===== src/design/hcg_pkg.sv =====
// Shared constants and codes for the Hankel column generator.
package hcg_pkg;

   // Field widths
   localparam int COORD_BITS      = 16;
   localparam int WINDOW_BITS     = 6;
   localparam int ROW_BITS        = 6;
   localparam int COL_BITS        = 16;
   localparam int SEEN_BITS       = 17;
   localparam int CSR_INDEX_BITS  = 2;
   localparam int CSR_DATA_BITS   = 6;

   // Limits and defaults
   localparam int DEFAULT_MAX_WINDOW = 32;
   localparam logic [SEEN_BITS-1:0]   SEEN_MAX      = '1;
   localparam logic [COL_BITS-1:0]    COL_MAX       = '1;
   localparam logic [WINDOW_BITS-1:0] WINDOW_RESET  = 6'd8;

   // Register indexes
   localparam logic [CSR_INDEX_BITS-1:0] REG_WINDOW_LENGTH = 2'd0;
   localparam logic [CSR_INDEX_BITS-1:0] REG_LAYOUT_MODE   = 2'd1;

   // Row order codes
   localparam logic LAYOUT_INTERLEAVED = 1'b0;
   localparam logic LAYOUT_STACKED     = 1'b1;

endpackage


===== src/design/hcg_req_if.sv =====
// Point channel: one trajectory point per beat.
interface hcg_req_if;
   import hcg_pkg::*;

   logic                  valid;
   logic                  ready;
   logic [COORD_BITS-1:0] x_coord;
   logic [COORD_BITS-1:0] y_coord;
   logic                  starts_track;

   modport source (output valid, output x_coord, output y_coord, output starts_track,
                   input ready);
   modport sink   (input valid, input x_coord, input y_coord, input starts_track,
                   output ready);
endinterface


===== src/design/hcg_rsp_if.sv =====
// Matrix entry channel: one Hankel matrix entry per beat.
interface hcg_rsp_if;
   import hcg_pkg::*;

   logic                  valid;
   logic                  ready;
   logic [COORD_BITS-1:0] element;
   logic [ROW_BITS-1:0]   row_index;
   logic [COL_BITS-1:0]   column_index;
   logic                  column_end;

   modport source (output valid, output element, output row_index, output column_index,
                   output column_end, input ready);
   modport sink   (input valid, input element, input row_index, input column_index,
                   input column_end, output ready);
endinterface


===== src/design/hcg_window_ram.sv =====
// Circular point store: one write port, one read port, registered read data.
module hcg_window_ram #(
   parameter int DEPTH     = hcg_pkg::DEFAULT_MAX_WINDOW,
   parameter int ADDR_BITS = 5,
   parameter int DATA_BITS = 2 * hcg_pkg::COORD_BITS
) (
   input  logic                 clock,
   input  logic                 wr_en,
   input  logic [ADDR_BITS-1:0] wr_addr,
   input  logic [DATA_BITS-1:0] wr_data,
   input  logic                 rd_en,
   input  logic [ADDR_BITS-1:0] rd_addr,
   output logic [DATA_BITS-1:0] rd_data
);
   import hcg_pkg::*;

   logic [DATA_BITS-1:0] mem_ff [DEPTH];
   logic [DATA_BITS-1:0] rd_data_ff;

   // Write port
   always_ff @(posedge clock) begin
      if (wr_en) begin
         mem_ff[wr_addr] <= wr_data;
      end
   end

   // Read port; data holds while no read is issued
   always_ff @(posedge clock) begin
      if (rd_en) begin
         rd_data_ff <= mem_ff[rd_addr];
      end
   end

   assign rd_data = rd_data_ff;

endmodule


===== src/design/hankel_column_generator.sv =====
// Hankel column generator: top level with point store, sequencer and output stage.
// Points (x, y) are written into a circular store of MAX_WINDOW entries held in a
// one-port-read synchronous memory. Once window_length points of the current track
// have arrived (starts_track restarts the count), each point produces one column of
// 2*W entries (W = window_length clamped to 1..MAX_WINDOW), oldest point first, in
// interleaved (x0,y0,x1,y1,...) or stacked (all x, then all y) order per layout_mode.
// Entries leave one per beat. While a point that yields a column is stored and its
// entries are read, one memory read per entry and held while the output stage is
// stalled, no new point is taken; the store's single read port sets this pace.
// The store needs no clearing after reset; configuration is taken between points.
module hankel_column_generator #(
   parameter int MAX_WINDOW = hcg_pkg::DEFAULT_MAX_WINDOW
) (
   input  logic                                clock,
   input  logic                                reset,
   hcg_req_if.sink                             req_bus,
   hcg_rsp_if.source                           rsp_bus,
   input  logic                                csr_write_en,
   input  logic [hcg_pkg::CSR_INDEX_BITS-1:0]  csr_index,
   input  logic [hcg_pkg::CSR_DATA_BITS-1:0]   csr_write_data
);
   import hcg_pkg::*;

   localparam int IDX_BITS  = (MAX_WINDOW > 1) ? $clog2(MAX_WINDOW) : 1;
   localparam int ENTRY_BITS = 2 * COORD_BITS;
   localparam int SUM_BITS  = WINDOW_BITS + 1;
   localparam logic [WINDOW_BITS-1:0] MAX_W     = WINDOW_BITS'(MAX_WINDOW);
   localparam logic [IDX_BITS-1:0]    LAST_SLOT = IDX_BITS'(MAX_WINDOW - 1);
   localparam logic [SUM_BITS-1:0]    DEPTH_S   = SUM_BITS'(MAX_WINDOW);

   typedef enum logic {ST_IDLE, ST_EMIT} state_type;

   // Registers
   state_type              state_ff,      state_in;
   logic [IDX_BITS-1:0]    wp_ff,         wp_in;
   logic [SEEN_BITS-1:0]   seen_ff,       seen_in;
   logic [WINDOW_BITS-1:0] win_len_ff,    win_len_in;
   logic                   layout_ff,     layout_in;
   logic                   mode_ff,       mode_in;
   logic [WINDOW_BITS-1:0] w_ff,          w_in;
   logic [IDX_BITS-1:0]    oldest_ff,     oldest_in;
   logic [IDX_BITS-1:0]    slot_ff,       slot_in;
   logic [ROW_BITS-1:0]    row_ff,        row_in;
   logic [ROW_BITS-1:0]    last_row_ff,   last_row_in;
   logic [COL_BITS-1:0]    col_ff,        col_in;
   logic                   out_valid_ff,  out_valid_in;
   logic [ROW_BITS-1:0]    out_row_ff,    out_row_in;
   logic [COL_BITS-1:0]    out_col_ff,    out_col_in;
   logic                   out_end_ff,    out_end_in;
   logic                   out_take_x_ff, out_take_x_in;

   // Combinational helpers
   logic                   accept;
   logic                   issue;
   logic                   take_x;
   logic                   at_last;
   logic [IDX_BITS-1:0]    slot_inc;
   logic [IDX_BITS-1:0]    wp_next;
   logic [WINDOW_BITS-1:0] eff_w;
   logic [SEEN_BITS-1:0]   seen_base;
   logic [SEEN_BITS-1:0]   seen_next;
   logic [SEEN_BITS-1:0]   col_wide;
   logic [SUM_BITS-1:0]    oldest_sum;
   logic [SUM_BITS-1:0]    oldest_mod;
   logic [SUM_BITS-1:0]    rows_m1;
   logic                   has_col;
   logic [ENTRY_BITS-1:0]  rd_data;

   assign accept = req_bus.valid && req_bus.ready;
   assign issue  = (state_ff == ST_EMIT) && (!out_valid_ff || rsp_bus.ready);

   // Point store
   hcg_window_ram #(
      .DEPTH     (MAX_WINDOW),
      .ADDR_BITS (IDX_BITS),
      .DATA_BITS (ENTRY_BITS)
   ) u_store (
      .clock   (clock),
      .wr_en   (accept),
      .wr_addr (wp_ff),
      .wr_data ({req_bus.x_coord, req_bus.y_coord}),
      .rd_en   (issue),
      .rd_addr (slot_ff),
      .rd_data (rd_data)
   );

   // Per-point bookkeeping
   always_comb begin
      wp_next = (wp_ff == LAST_SLOT) ? '0 : wp_ff + 1'b1;

      if (win_len_ff == '0) begin
         eff_w = WINDOW_BITS'(1);
      end else if (win_len_ff > MAX_W) begin
         eff_w = MAX_W;
      end else begin
         eff_w = win_len_ff;
      end

      seen_base = req_bus.starts_track ? '0 : seen_ff;
      seen_next = (seen_base == SEEN_MAX) ? seen_base : seen_base + 1'b1;
      has_col   = seen_next >= SEEN_BITS'(eff_w);
      col_wide  = seen_next - SEEN_BITS'(eff_w);

      // oldest slot of the window = (wp_next - W) mod depth
      oldest_sum = SUM_BITS'(wp_next) + DEPTH_S - SUM_BITS'(eff_w);
      oldest_mod = (oldest_sum >= DEPTH_S) ? oldest_sum - DEPTH_S : oldest_sum;
      rows_m1    = {eff_w, 1'b0} - SUM_BITS'(1);
   end

   // Row sequencing
   always_comb begin
      slot_inc = (slot_ff == LAST_SLOT) ? '0 : slot_ff + 1'b1;
      at_last  = (row_ff == last_row_ff);
      if (mode_ff == LAYOUT_INTERLEAVED) begin
         take_x = ~row_ff[0];
      end else begin
         take_x = row_ff < w_ff;
      end
   end

   // Next-state logic
   always_comb begin
      state_in      = state_ff;
      wp_in         = wp_ff;
      seen_in       = seen_ff;
      win_len_in    = win_len_ff;
      layout_in     = layout_ff;
      mode_in       = mode_ff;
      w_in          = w_ff;
      oldest_in     = oldest_ff;
      slot_in       = slot_ff;
      row_in        = row_ff;
      last_row_in   = last_row_ff;
      col_in        = col_ff;
      out_valid_in  = out_valid_ff;
      out_row_in    = out_row_ff;
      out_col_in    = out_col_ff;
      out_end_in    = out_end_ff;
      out_take_x_in = out_take_x_ff;

      // configuration writes
      if (csr_write_en) begin
         unique case (csr_index)
            REG_WINDOW_LENGTH: win_len_in = csr_write_data;
            REG_LAYOUT_MODE:   layout_in  = csr_write_data[0];
            default:           ;
         endcase
      end

      // output stage drains
      if (rsp_bus.ready) begin
         out_valid_in = 1'b0;
      end

      unique case (state_ff)
         ST_IDLE: begin
            if (accept) begin
               wp_in   = wp_next;
               seen_in = seen_next;
               if (has_col) begin
                  state_in    = ST_EMIT;
                  mode_in     = layout_ff;
                  w_in        = eff_w;
                  oldest_in   = oldest_mod[IDX_BITS-1:0];
                  slot_in     = oldest_mod[IDX_BITS-1:0];
                  row_in      = '0;
                  last_row_in = rows_m1[ROW_BITS-1:0];
                  col_in      = (col_wide > SEEN_BITS'(COL_MAX)) ? COL_MAX
                                                                 : col_wide[COL_BITS-1:0];
               end
            end
         end
         ST_EMIT: begin
            if (issue) begin
               out_valid_in  = 1'b1;
               out_row_in    = row_ff;
               out_col_in    = col_ff;
               out_end_in    = at_last;
               out_take_x_in = take_x;
               row_in        = row_ff + 1'b1;
               if (mode_ff == LAYOUT_INTERLEAVED) begin
                  slot_in = row_ff[0] ? slot_inc : slot_ff;
               end else begin
                  slot_in = (row_ff == w_ff - 1'b1) ? oldest_ff : slot_inc;
               end
               if (at_last) begin
                  state_in = ST_IDLE;
               end
            end
         end
         default: state_in = ST_IDLE;
      endcase
   end

   // State and registered outputs
   always_ff @(posedge clock) begin
      if (reset) begin
         state_ff     <= ST_IDLE;
         wp_ff        <= '0;
         seen_ff      <= '0;
         win_len_ff   <= WINDOW_RESET;
         layout_ff    <= LAYOUT_INTERLEAVED;
         out_valid_ff <= 1'b0;
      end else begin
         state_ff     <= state_in;
         wp_ff        <= wp_in;
         seen_ff      <= seen_in;
         win_len_ff   <= win_len_in;
         layout_ff    <= layout_in;
         out_valid_ff <= out_valid_in;
      end
      mode_ff       <= mode_in;
      w_ff          <= w_in;
      oldest_ff     <= oldest_in;
      slot_ff       <= slot_in;
      row_ff        <= row_in;
      last_row_ff   <= last_row_in;
      col_ff        <= col_in;
      out_row_ff    <= out_row_in;
      out_col_ff    <= out_col_in;
      out_end_ff    <= out_end_in;
      out_take_x_ff <= out_take_x_in;
   end

   // Ports
   assign req_bus.ready        = (state_ff == ST_IDLE);
   assign rsp_bus.valid        = out_valid_ff;
   assign rsp_bus.element      = out_take_x_ff ? rd_data[ENTRY_BITS-1:COORD_BITS]
                                               : rd_data[COORD_BITS-1:0];
   assign rsp_bus.row_index    = out_row_ff;
   assign rsp_bus.column_index = out_col_ff;
   assign rsp_bus.column_end   = out_end_ff;

endmodule


===== src/flat_wrapper.sv =====
// flat-port wrapper written by rule: the top's interface ports become plain ports
module hankel_column_generator_flat import hcg_pkg::*;
#(
   parameter int MAX_WINDOW = hcg_pkg::DEFAULT_MAX_WINDOW
)
  (clock, reset, csr_write_en, csr_index, csr_write_data, req_bus_valid, req_bus_x_coord, req_bus_y_coord, req_bus_starts_track, req_bus_ready, rsp_bus_valid, rsp_bus_element, rsp_bus_row_index, rsp_bus_column_index, rsp_bus_column_end, rsp_bus_ready);
  hcg_req_if req_bus_i ();
  hcg_rsp_if rsp_bus_i ();
  input  logic clock;
  input  logic reset;
  input  logic csr_write_en;
  input  logic [hcg_pkg::CSR_INDEX_BITS-1:0] csr_index;
  input  logic [hcg_pkg::CSR_DATA_BITS-1:0] csr_write_data;
  input wire logic [$bits(req_bus_i.valid)-1:0] req_bus_valid;
  input wire logic [$bits(req_bus_i.x_coord)-1:0] req_bus_x_coord;
  input wire logic [$bits(req_bus_i.y_coord)-1:0] req_bus_y_coord;
  input wire logic [$bits(req_bus_i.starts_track)-1:0] req_bus_starts_track;
  output wire logic [$bits(req_bus_i.ready)-1:0] req_bus_ready;
  output wire logic [$bits(rsp_bus_i.valid)-1:0] rsp_bus_valid;
  output wire logic [$bits(rsp_bus_i.element)-1:0] rsp_bus_element;
  output wire logic [$bits(rsp_bus_i.row_index)-1:0] rsp_bus_row_index;
  output wire logic [$bits(rsp_bus_i.column_index)-1:0] rsp_bus_column_index;
  output wire logic [$bits(rsp_bus_i.column_end)-1:0] rsp_bus_column_end;
  input wire logic [$bits(rsp_bus_i.ready)-1:0] rsp_bus_ready;
  assign req_bus_i.valid = req_bus_valid;
  assign req_bus_i.x_coord = req_bus_x_coord;
  assign req_bus_i.y_coord = req_bus_y_coord;
  assign req_bus_i.starts_track = req_bus_starts_track;
  assign req_bus_ready = req_bus_i.ready;
  assign rsp_bus_valid = rsp_bus_i.valid;
  assign rsp_bus_element = rsp_bus_i.element;
  assign rsp_bus_row_index = rsp_bus_i.row_index;
  assign rsp_bus_column_index = rsp_bus_i.column_index;
  assign rsp_bus_column_end = rsp_bus_i.column_end;
  assign rsp_bus_i.ready = rsp_bus_ready;
  hankel_column_generator #(.MAX_WINDOW(MAX_WINDOW)) u_core (.clock(clock), .reset(reset), .req_bus(req_bus_i), .rsp_bus(rsp_bus_i), .csr_write_en(csr_write_en), .csr_index(csr_index), .csr_write_data(csr_write_data));
endmodule

===== config.mk =====
export PLATFORM = sky130hd
export DESIGN_NAME = hankel_column_generator_flat
export DESIGN_NICKNAME = d
export VERILOG_FILES = /design/src/design/hcg_pkg.sv /design/src/design/hcg_req_if.sv /design/src/design/hcg_rsp_if.sv /design/src/design/hcg_window_ram.sv /design/src/design/hankel_column_generator.sv /design/src/flat_wrapper.sv
export SDC_FILE = /design/constraint.sdc
export NUM_CORES = 1
export LEC_CHECK = 0
export BUFFER_PORTS_ARGS = -buffer_cell sky130_fd_sc_hd__buf_4
export CAP_MARGIN = 5
export CELL_PAD_IN_SITES_DETAIL_PLACEMENT = 1
export CELL_PAD_IN_SITES_GLOBAL_PLACEMENT = 1
export CORE_ASPECT_RATIO = 1.4
export CORE_MARGIN = 2
export CORE_UTILIZATION = 48
export CTS_BUF_LIST = sky130_fd_sc_hd__clkbuf_4 sky130_fd_sc_hd__clkbuf_8
export CTS_CLUSTER_SIZE = 8
export DETAILED_ROUTE_END_ITERATION = 7
export PLACE_DENSITY = 0.7
export REMOVE_ABC_BUFFERS = 1
export SLEW_MARGIN = 20
export SYNTH_ARGS = -nofsm -noshare
export SYNTH_HDL_FRONTEND = slang
export SYNTH_SLANG_ARGS = --single-unit

===== constraint.sdc =====
create_clock -name clock -period 9.6 [get_ports clock]
set_input_delay 0.96 -clock clock [delete_from_list [all_inputs] [get_ports clock]]
set_output_delay 0.96 -clock clock [all_outputs]
set_load 0.01 [all_outputs]

# After elaboration in Yosys (flattened, before gate mapping)
# Memories as Yosys holds them, arrays and structs flattened. A register that Yosys moved wholly into a read port is not among the register bits.
# Cells that the tools add are included.
# W data, S select, Z words.
[totals] mem_count=1 output_inout_bits=41 input_bits=46 latch_bits=0 rom_bits=0 reg_bits=100 ramBits=1024
[memory_table] name="u_core.u_store.mem_ff" depth=32 word_bits=32 rd=1 rd_ports_with_merged_regs=1 wr=1 line_no="hcg_window_ram.sv:17" source="logic [DATA_BITS-1:0] mem_ff [DEPTH];"
[op_classes] bitwise_logic=2 addsub=10 eq_ne=10 div_mod_pow=0 reduce_logical=13 mul=0 shift=0 n_lt_le_gt_ge=5 mux=30
[op_table] operator="$mux W5" count=9
[op_table] operator="$mux W17" count=2
[op_table] operator="$mux W6" count=5
[op_table] operator="$add A17 B1 Y17 const B" count=1
[op_table] operator="$eq A17 B17 Y1 const B" count=1
[op_table] operator="$ge A17 B6 Y1" count=1
[op_table] operator="$gt A17 B16 Y1 const B" count=1
[op_table] operator="$sub A17 B6 Y17" count=1
[op_table] operator="$mux W16" count=1
[op_table] operator="$eq A6 B6 Y1" count=2
[op_table] operator="$pmux W6 S2" count=1
[op_table] operator="$sub A6 B1 Y6 const B" count=2
[op_table] operator="$add A5 B1 Y5 const B" count=2
[op_table] operator="$eq A5 B5 Y1 const B" count=2
[op_table] operator="$mux W1" count=10
[op_table] operator="$pmux W5 S2" count=1
[op_table] operator="$reduce_and A2 Y1" count=4
[op_table] operator="$add A5 B6 Y7 const B" count=1
[op_table] operator="$ge A7 B6 Y1 const B" count=1
[op_table] operator="$sub A7 B6 Y7" count=1
[op_table] operator="$add A6 B1 Y6 const B" count=1
[op_table] operator="$gt A6 B6 Y1 const B" count=1
[op_table] operator="$logic_not A6 Y1" count=1
[op_table] operator="$lt A6 B6 Y1" count=1
[op_table] operator="other kinds (12)" count=17

# Depth between registers and ports, before layout
# Gate-level depths: netlist of the first run.
[depth] depth_word=9 depth_mapped=19 mapped_depth_nobuf=16

# Modules after synthesis
# From an unflattened synthesis of the first run, not the netlist that was laid out.
[hier_totals] hier_cells=2795 area_unflattened_um2=46364.5
[by_module_without_submodules] mod="hcg_window_ram" seq_area_each_um2=31710.4 cells_each=2260 area_each_um2=40805.4 instances=1
[by_module_without_submodules] mod="hankel_column_generator" seq_area_each_um2=2662.6 cells_each=535 area_each_um2=5559.1 instances=1

# Worst setup path before layout of the first run
# OpenSTA, ideal clock, no wires.
[synth_timing] kind="input -> register" start="input req_bus_starts_track" end="register u_core.col_ff[0], enable pin" path_buffers=2 stages=16 setup_ns=0.405 arrival_time_ns=4.606 slack_ns=4.589 cell_sequence="buf_6 buf_6 nor2b_1 ha_1 nand3b_1 nor3_2 nand2_1 mux2i_1 inv_1 ha_1 nor2b_1 o31a_1 o31a_1 nor4_1 a41o_1 inv_1"
[synth_between] elab_chain_cells=5 word_cells_on_any_way=6
[synth_rtl] element="start, declared" line_no="flat_wrapper.sv:17" source="input wire logic [$bits(req_bus_i.starts_track)-1:0] req_bus_starts_track;"
[synth_rtl] element="$mux W17 (*)" line_no="hankel_column_generator.sv:99" source="seen_base = req_bus.starts_track ? '0 : seen_ff;"
[synth_rtl] element="$add A17 B1 Y17 or $eq A17 B17 Y1 (tied branches)" line_no="hankel_column_generator.sv:100" source="seen_next = (seen_base == SEEN_MAX) ? seen_base : seen_base + 1'b1;"
[synth_rtl] element="$mux W17 (*)" line_no="hankel_column_generator.sv:100"
[synth_rtl] element="via u_core.seen_next[1]" line_no="hankel_column_generator.sv:61" source="logic [SEEN_BITS-1:0] seen_next;"
[synth_rtl] element="$ge A17 B6 Y1 (*)" line_no="hankel_column_generator.sv:101" source="has_col = seen_next >= SEEN_BITS'(eff_w);"
[synth_rtl] element="$reduce_and A3 Y1 (no line) (*)"
[synth_rtl] element="end signal, assigned" line_no="hankel_column_generator.sv:218" source="col_ff <= col_in;"
[synth_rtl] element="end, declared" line_no="hankel_column_generator.sv:45" source="logic [COL_BITS-1:0] col_ff, col_in;"
# The timed path passes the listed nets; every way through them passes the cells marked *.
# A chain may end at the register's enable or synchronous reset.

# Final worst setup path of the first run
[layout_timing] start="register u_core.seen_ff[0]" end="register u_core.slot_ff[1], enable pin"
[layout_between] elab_chain_cells=6 word_cells_on_any_way=7
[layout_rtl] element="start, declared" line_no="hankel_column_generator.sv:36" source="logic [SEEN_BITS-1:0] seen_ff, seen_in;"
[layout_rtl] element="start signal, assigned" line_no="hankel_column_generator.sv:207" source="seen_ff <= seen_in;"
[layout_rtl] element="$mux W17 (*)" line_no="hankel_column_generator.sv:99"
[layout_rtl] element="$add A17 B1 Y17 or $eq A17 B17 Y1 (tied branches)" line_no="hankel_column_generator.sv:100"
[layout_rtl] element="$mux W17 (*)" line_no="hankel_column_generator.sv:100"
[layout_rtl] element="via u_core.seen_next[1]" line_no="hankel_column_generator.sv:61"
[layout_rtl] element="$ge A17 B6 Y1 (*)" line_no="hankel_column_generator.sv:101"
[layout_rtl] element="$ne A2 B2 Y1 (no line) (*)"
[layout_rtl] element="$reduce_and A4 Y1 (no line) (*)"
[layout_rtl] element="end signal, assigned" line_no="hankel_column_generator.sv:215" source="slot_ff <= slot_in;"
[layout_rtl] element="end, declared" line_no="hankel_column_generator.sv:42" source="logic [IDX_BITS-1:0] slot_ff, slot_in;"
# Marked as above.

==> metrics.yaml, run 1 <==
status: "finished, final reports clean"
worstMarginPinSlew_ps: 1135
cp_num_buf_inv: 1
final_cell_mix: "edfxtp_1 (1,124), mux2i_1 (201), nand2_1 (195)"
final_nets: 2867
synth_flop_cell: "edfxtp_1"
routedWlPerCell_um: 30.12
slew_headroom_pct: 24.35
finalCriticalPeriod_ps: 4987
cp_max_fo: 10
slew_viol_final: 0
arrival_ps: 5520
hold_class: "in -> reg"
clock.fmax_mhz: 200.5
fin_crit_sh_pct: 51.95
path_depth: 14
maxCapViolCount: 0
yosys_warnings: 0
area_growth_pct: 11.97
worst_setup_path_end_kind: "flip-flop"
netlist_instances: 2615
synthTopCellsByArea: "edfxtp_1 (73%), mux4_2 (6.3%), mux2i_1 (4.4%), mux2_2 (2.0%), o221ai_1 (1.8%)"
die_area_um2: 98550
die_x_um: 265.9
cpPeakStageDelay_ps: 570
ys_ff_latch: 1155
antenna_found_initial: 4
initial_core_util_pct: 48.40
syn_area_per_cell_um2: 17.63
dpl.hpwl_um: 63420
crit_family: "simple AND/OR/NAND/NOR gates"
crit_chain: "nor2b_1 -> ha_1 -> nand3b_1 -> nor3_2 -> nand2_1 -> mux2i_1 -> inv_1 -> ha_1 -> nor2b_1 -> o31a_1 -> o31a_1 -> nor4_1 -> a41o_1 -> o21ai_0"
drtAntennaViolNets: 0
die_h_um: 370.7
final_cells: 4108
place_congestion: 0.8091
crit_path_start_kind: "flip-flop"
root_buffer: "clkbuf_8"
setup_violations: 0
drc: 0
post-cts-setup-buffers: 0
final_common_cell: "edfxtp_1"
wl_um: 123700
synth_top_area_share_pct: 73.23
ir_drop_mv: 0.1448
critPathRequiredTime_ps: 10130
grt_pass1_wl_um: 181400
worst-setup-path-type: "reg -> reg"
io_pins: 87
leakage_nw: 17.06
drive_gt1_share_pct: 22.89
grt-ovfl-total: 0
cts_buffers: 175
critPathSlowestCell: "nor3_2"
ys_seq_area_share_pct: 74.58
worstSkewPairLatency_ps: 870
drt_pass1_iterations: 5
grt_max_degree: 133
ys_types: 71
cts_tree: "built"
finalHoldViolCount: 0
clock_path_buffers: 3
cts_resized: 0
synth_edf_count: 1124
numPortBuffers: 86
power.density_nw_per_um2: 207.7
via_count: 25300
htree_num_levels: 4
syn_area_um2: 46090
dr.first_iter.drc_count: 2175
place_inst: 3839
ctsHoldBuffers: 0
core_um2: 95230
fin_skew_ps: 29.66
reg2reg_depth: 14
track_usage_pct: 25.50
ys_async_sr_fraction_pct: 0
min_path_cells: 2
hold_slack_ps: 311.2
cts.clk_slew.worst_paths_ps: 60
grt_setup_unrepaired: "no"
cts_sinks: 1155
avgViaCountPerCell: 6.160
synth_top_area_cell: "edfxtp_1"
num_rows: 134
grt_pass1_vias: 27370
-- synthesized netlist by cell type (15+ instances only) --
cell / instances
edfxtp_1: 1124
mux2i_1: 201
nand2_1: 196
a21oi_1: 132
mux4_2: 128
o21ai_0: 112
o221ai_1: 96
clkbuf_1: 89
nor2_1: 83
mux2_2: 81
buf_1: 32
o22ai_1: 32
dfxtp_1: 31
inv_1: 30
ha_1: 27
xnor2_1: 25
nand3_1: 15
nor2b_1: 15
-- cells by family after synthesis --
logic type | count (synthesis) | share of synthesized area, %
flops | 1155 | 74.58
compound gates | 422 | 5.861
simple gates | 391 | 3.912
buf+inv | 169 | 1.463
fa+ha+maj | 29 | 0.8198
mux | 411 | 12.65
xor+xnor | 38 | 0.7221
-- report_power, final --
part           internal, W  switching (W)
Clock              0.00204        0.00181
Sequential         0.00563      0.0000406
Combinational     0.000449       0.000747
Total              0.00812        0.00260
-- sequential cells by signal, summed over array words and instances, names as in the netlist, 5 cells and up --
| signal | flops |
|---|---|
| u_core.u_store.rd_data | 32 |
| u_core.win_len_ff | 6 |
| u_core.rsp_bus.row_index | 6 |
| u_core.row_ff | 6 |
| u_core.last_row_ff | 5 |
| u_core.slot_ff | 5 |
| u_core.u_store.mem_ff | 1024 |
| u_core.rsp_bus.column_index | 16 |
| u_core.col_ff | 16 |
| u_core.wp_ff | 5 |
| u_core.seen_ff | 17 |
| u_core.w_ff | 6 |
| u_core.oldest_ff | 5 |
-- final cells by class --
| class | instances | area, um2 |
|---|---|---|
| antenna | 1 | 2.502 |
| clock buffer | 239 | 2914 |
| clock inverter | 29 | 275.3 |
| fill | 8714 | 43620 |
| inverter | 31 | 117.6 |
| multi-input combinational | 1291 | 11310 |
| sequential | 1155 | 34370 |
| tap | 1224 | 1531 |
| timing repair buffer | 138 | 1086 |
-- final timing paths --
check | startpoint | slack [ps] | to
min reg2reg | u_core.col_ff[1] | 440 | u_core.rsp_bus.column_index[1]
min | csr_write_data[3] | 310 | u_core.win_len_ff[3]
max | u_core.seen_ff[0] | 4610 | u_core.slot_ff[1]
max reg2reg | u_core.seen_ff[0] | 4610 | u_core.slot_ff[1]
-- through the flow --
step	setup slack (ps)	setup TNS, ps	util, %	power (W)	area (um2)
after floorplan	-4636	-170280	-	0.006775	45530
after global placement	3922	0	50.83	0.006928	48410
after detailed placement	3887	0	50.83	0.006972	48410
after CTS	4564	0	54.18	0.01081	51600
after global routing	4136	0	54.19	0.01109	51610
final	4613	0	54.19	0.01072	51610
-- per-layer routing --
layer  routed length (um)  global-route usage (%)
met5                   16                       0
met4                 3815                   9.054
met1                47560                   31.15
met2                65270                   45.34
met3                 7054                   4.674
Note: power is estimated with default switching activity, not from simulation.
==> run 2, diff against run 1 <==
- PLACE_DENSITY: 0.7 -> 0.73
- clock period: 9.6 -> 4 ns (I/O delays scaled with it)
==> metrics.yaml, run 2 (synthesis gave the netlist of run 1 again) <==
status: "finished, final reports clean"
grt_pass1_wl_um: 187900  # +3.6%
setup_violations: 0  # unchanged
critPathRequiredTime_ps: 4610  # -5520 ps
crit_path_start_kind: "flip-flop"
via_count: 26130  # +3.3%
drt_pass1_iterations: 5  # unchanged
slew_headroom_pct: 30.69  # +6.3 points
worstSkewPairLatency_ps: 880  # about the same
cts_sinks: 1155  # unchanged
cts_tree: "built"
place_inst: 3913  # +1.9%
cts.clk_slew.worst_paths_ps: 60  # about the same
worst_setup_path_end_kind: "flip-flop"
slew_viol_final: 0  # unchanged
die_x_um: 265.9  # unchanged
io_pins: 87  # unchanged
p_comb_share_pct: 12.2  # +1.0 points
die_h_um: 370.7  # unchanged
num-fill-cells: 8616  # -1.1%
arrival_ps: 4460  # -1060 ps
seqPwrFrac_pct: 53.3  # +0.4 points
place_congestion: 0.8743  # +8.1%
die_area_um2: 98550  # unchanged
finalCriticalPeriod_ps: 3850  # -1137 ps
hold_class: "in -> reg"
internal_power_w: 0.01920  # +140%
root_buffer: "clkbuf_8"
worst-setup-path-type: "reg -> reg"
routedWlPerCell_um: 30.13  # about the same
num_rows: 134  # unchanged
worstMarginPinSlew_ps: 1040  # -94.97 ps
final_cell_mix: "edfxtp_1 (1,124), mux2i_1 (200), nand2_1 (194)"
ir_drop_mv: 0.3819  # +160%
power.density_nw_per_um2: 481.4  # +130%
grt_pass1_vias: 28550  # +4.3%
grt-ovfl-total: 0  # unchanged
leakage_nw: 17.73  # +3.9%
layout_setup_ws_ps: 150.2  # -4463 ps
initial_core_util_pct: 48.40  # unchanged
final_core_util_pct: 55.79  # +1.6 points
grt_max_degree: 71  # -47%
power.switching_w: 0.006374  # +150%
drive_gt1_share_pct: 24.61  # +1.7 points
core_um2: 95230  # unchanged
cp_max_fo: 16  # +6
final_common_cell: "edfxtp_1"
drc: 0  # unchanged
swShare_pct: 24.92  # +0.68 points
fin_crit_sh_pct: 96.24  # +44 points
area_growth_pct: 15.26
top_register: "u_core.u_store.mem_ff"
cts_buffers: 173  # -1.1%
finalHoldViolCount: 0  # unchanged
track_usage_pct: 26.16  # +0.66 points
dr.first_iter.drc_count: 2277  # +4.7%
fin_skew_ps: 26.79  # -2.866 ps
antenna_found_initial: 3  # -1
htree_num_levels: 4  # unchanged
numPortBuffers: 86  # unchanged
avgViaCountPerCell: 6.180  # +0.33%
largest_reg_flops: 1024  # unchanged
pwr-share-clk_pct: 34.6  # -1.4 points
dpl.hpwl_um: 73630  # +16%
final_cells: 4228  # +2.9%
maxCapViolCount: 0  # unchanged
wl_um: 127400  # +3.0%
final_nets: 2999  # +4.6%
clock.fmax_mhz: 259.8  # +30%
drtAntennaViolNets: 0  # unchanged
clock_path_buffers: 3  # unchanged
dpl_worst_slack_ps: -290.3  # -4178 ps
run 2: cell types whose count changed in the layout (fill, tap and decap cells not counted), sizes merged:
cell / change
clkinv: +7
clkinvlp: -2
bufinv: -4
dlygate4sd3: +53
clkbuf: -18
inv: +3
buf: +81
run 2: path summary, 6_finish.rpt:
path,start,to,slack (ps),cells after the start
hold reg to reg,u_core.layout_ff,u_core.mode_ff,440,0
setup / recovery,u_core.seen_ff[0],u_core.col_ff[13],150,15
setup reg to reg,u_core.seen_ff[0],u_core.col_ff[13],150,15
hold / removal,req_bus_valid,u_core.wp_ff[1],100,5
run 2: power by group through the flow:
stage / sequential (W) / clock, W / combinational [W]
after floorplan: 0.0141 / 0 / 0.00213
after global placement: 0.0139 / 0 / 0.00290
after detailed placement: 0.0139 / 0 / 0.00303
after CTS: 0.0136 / 0.00900 / 0.00309
after global routing: 0.0136 / 0.00943 / 0.00335
final: 0.0136 / 0.00884 / 0.00311
run 2: worst max-delay path, cell delays in order, from the launching register on:
cell	delay (ps)
dfxtp_1	330
nor2b_2	170
ha_1	200
nand3b_1	160
nor3_2	280
nand2_2	150
mux2i_4	240
inv_1	70
ha_1	320
nor2b_1	160
o31a_1	260
o31a_1	280
nor4_2	340
a41o_2	320
inv_1	80
buf_4	210
run 2: through the flow:
stage          cell area, um2  total power [W]  TNS [ps]  hold slack (ps)
2_1_floorplan           45530          0.01626   -385150            400.3
3_3_place_gp            49480          0.01677     -5976            429.0
3_5_place_dp            49480          0.01691     -9648            408.2
4_1_cts                 52990          0.02573         0            6.277
5_1_grt                 53130          0.02641     -2996            76.49
6_report                53130          0.02558         0            104.7
run 2: final cells by class:
type / instances / area, um2 / area share [%]
Sequential cell: 1155 / 34370 / 64.70
Multi-Input combinational cell: 1291 / 11390 / 21.44
Clock buffer: 221 / 2773 / 5.219
Timing Repair Buffer: 272 / 2749 / 5.174
Tap cell: 1224 / 1531 / 2.883
Clock inverter: 33 / 191.4 / 0.3603
Inverter: 31 / 117.6 / 0.2214
Antenna cell: 1 / 2.502 / 0.004710
run 2: timing repair:
item	4_1_cts	5_1_grt
setup endpoints to repair	40	57
hold endpoints to repair	1055	0
hold buffers	53	0
pin swaps	0	7
buffers inserted	0	6
resized for setup	3	17
run 2: per-layer routing:
metal  part of all wire, %  up-vias  GRT usage [%]
li1                      -    11060              -
met1                    39    13870          32.37
met2                    52      930          45.98
met3                   5.4      257          4.767
met4                   3.3        4          9.486
met5                 0.016        -              0
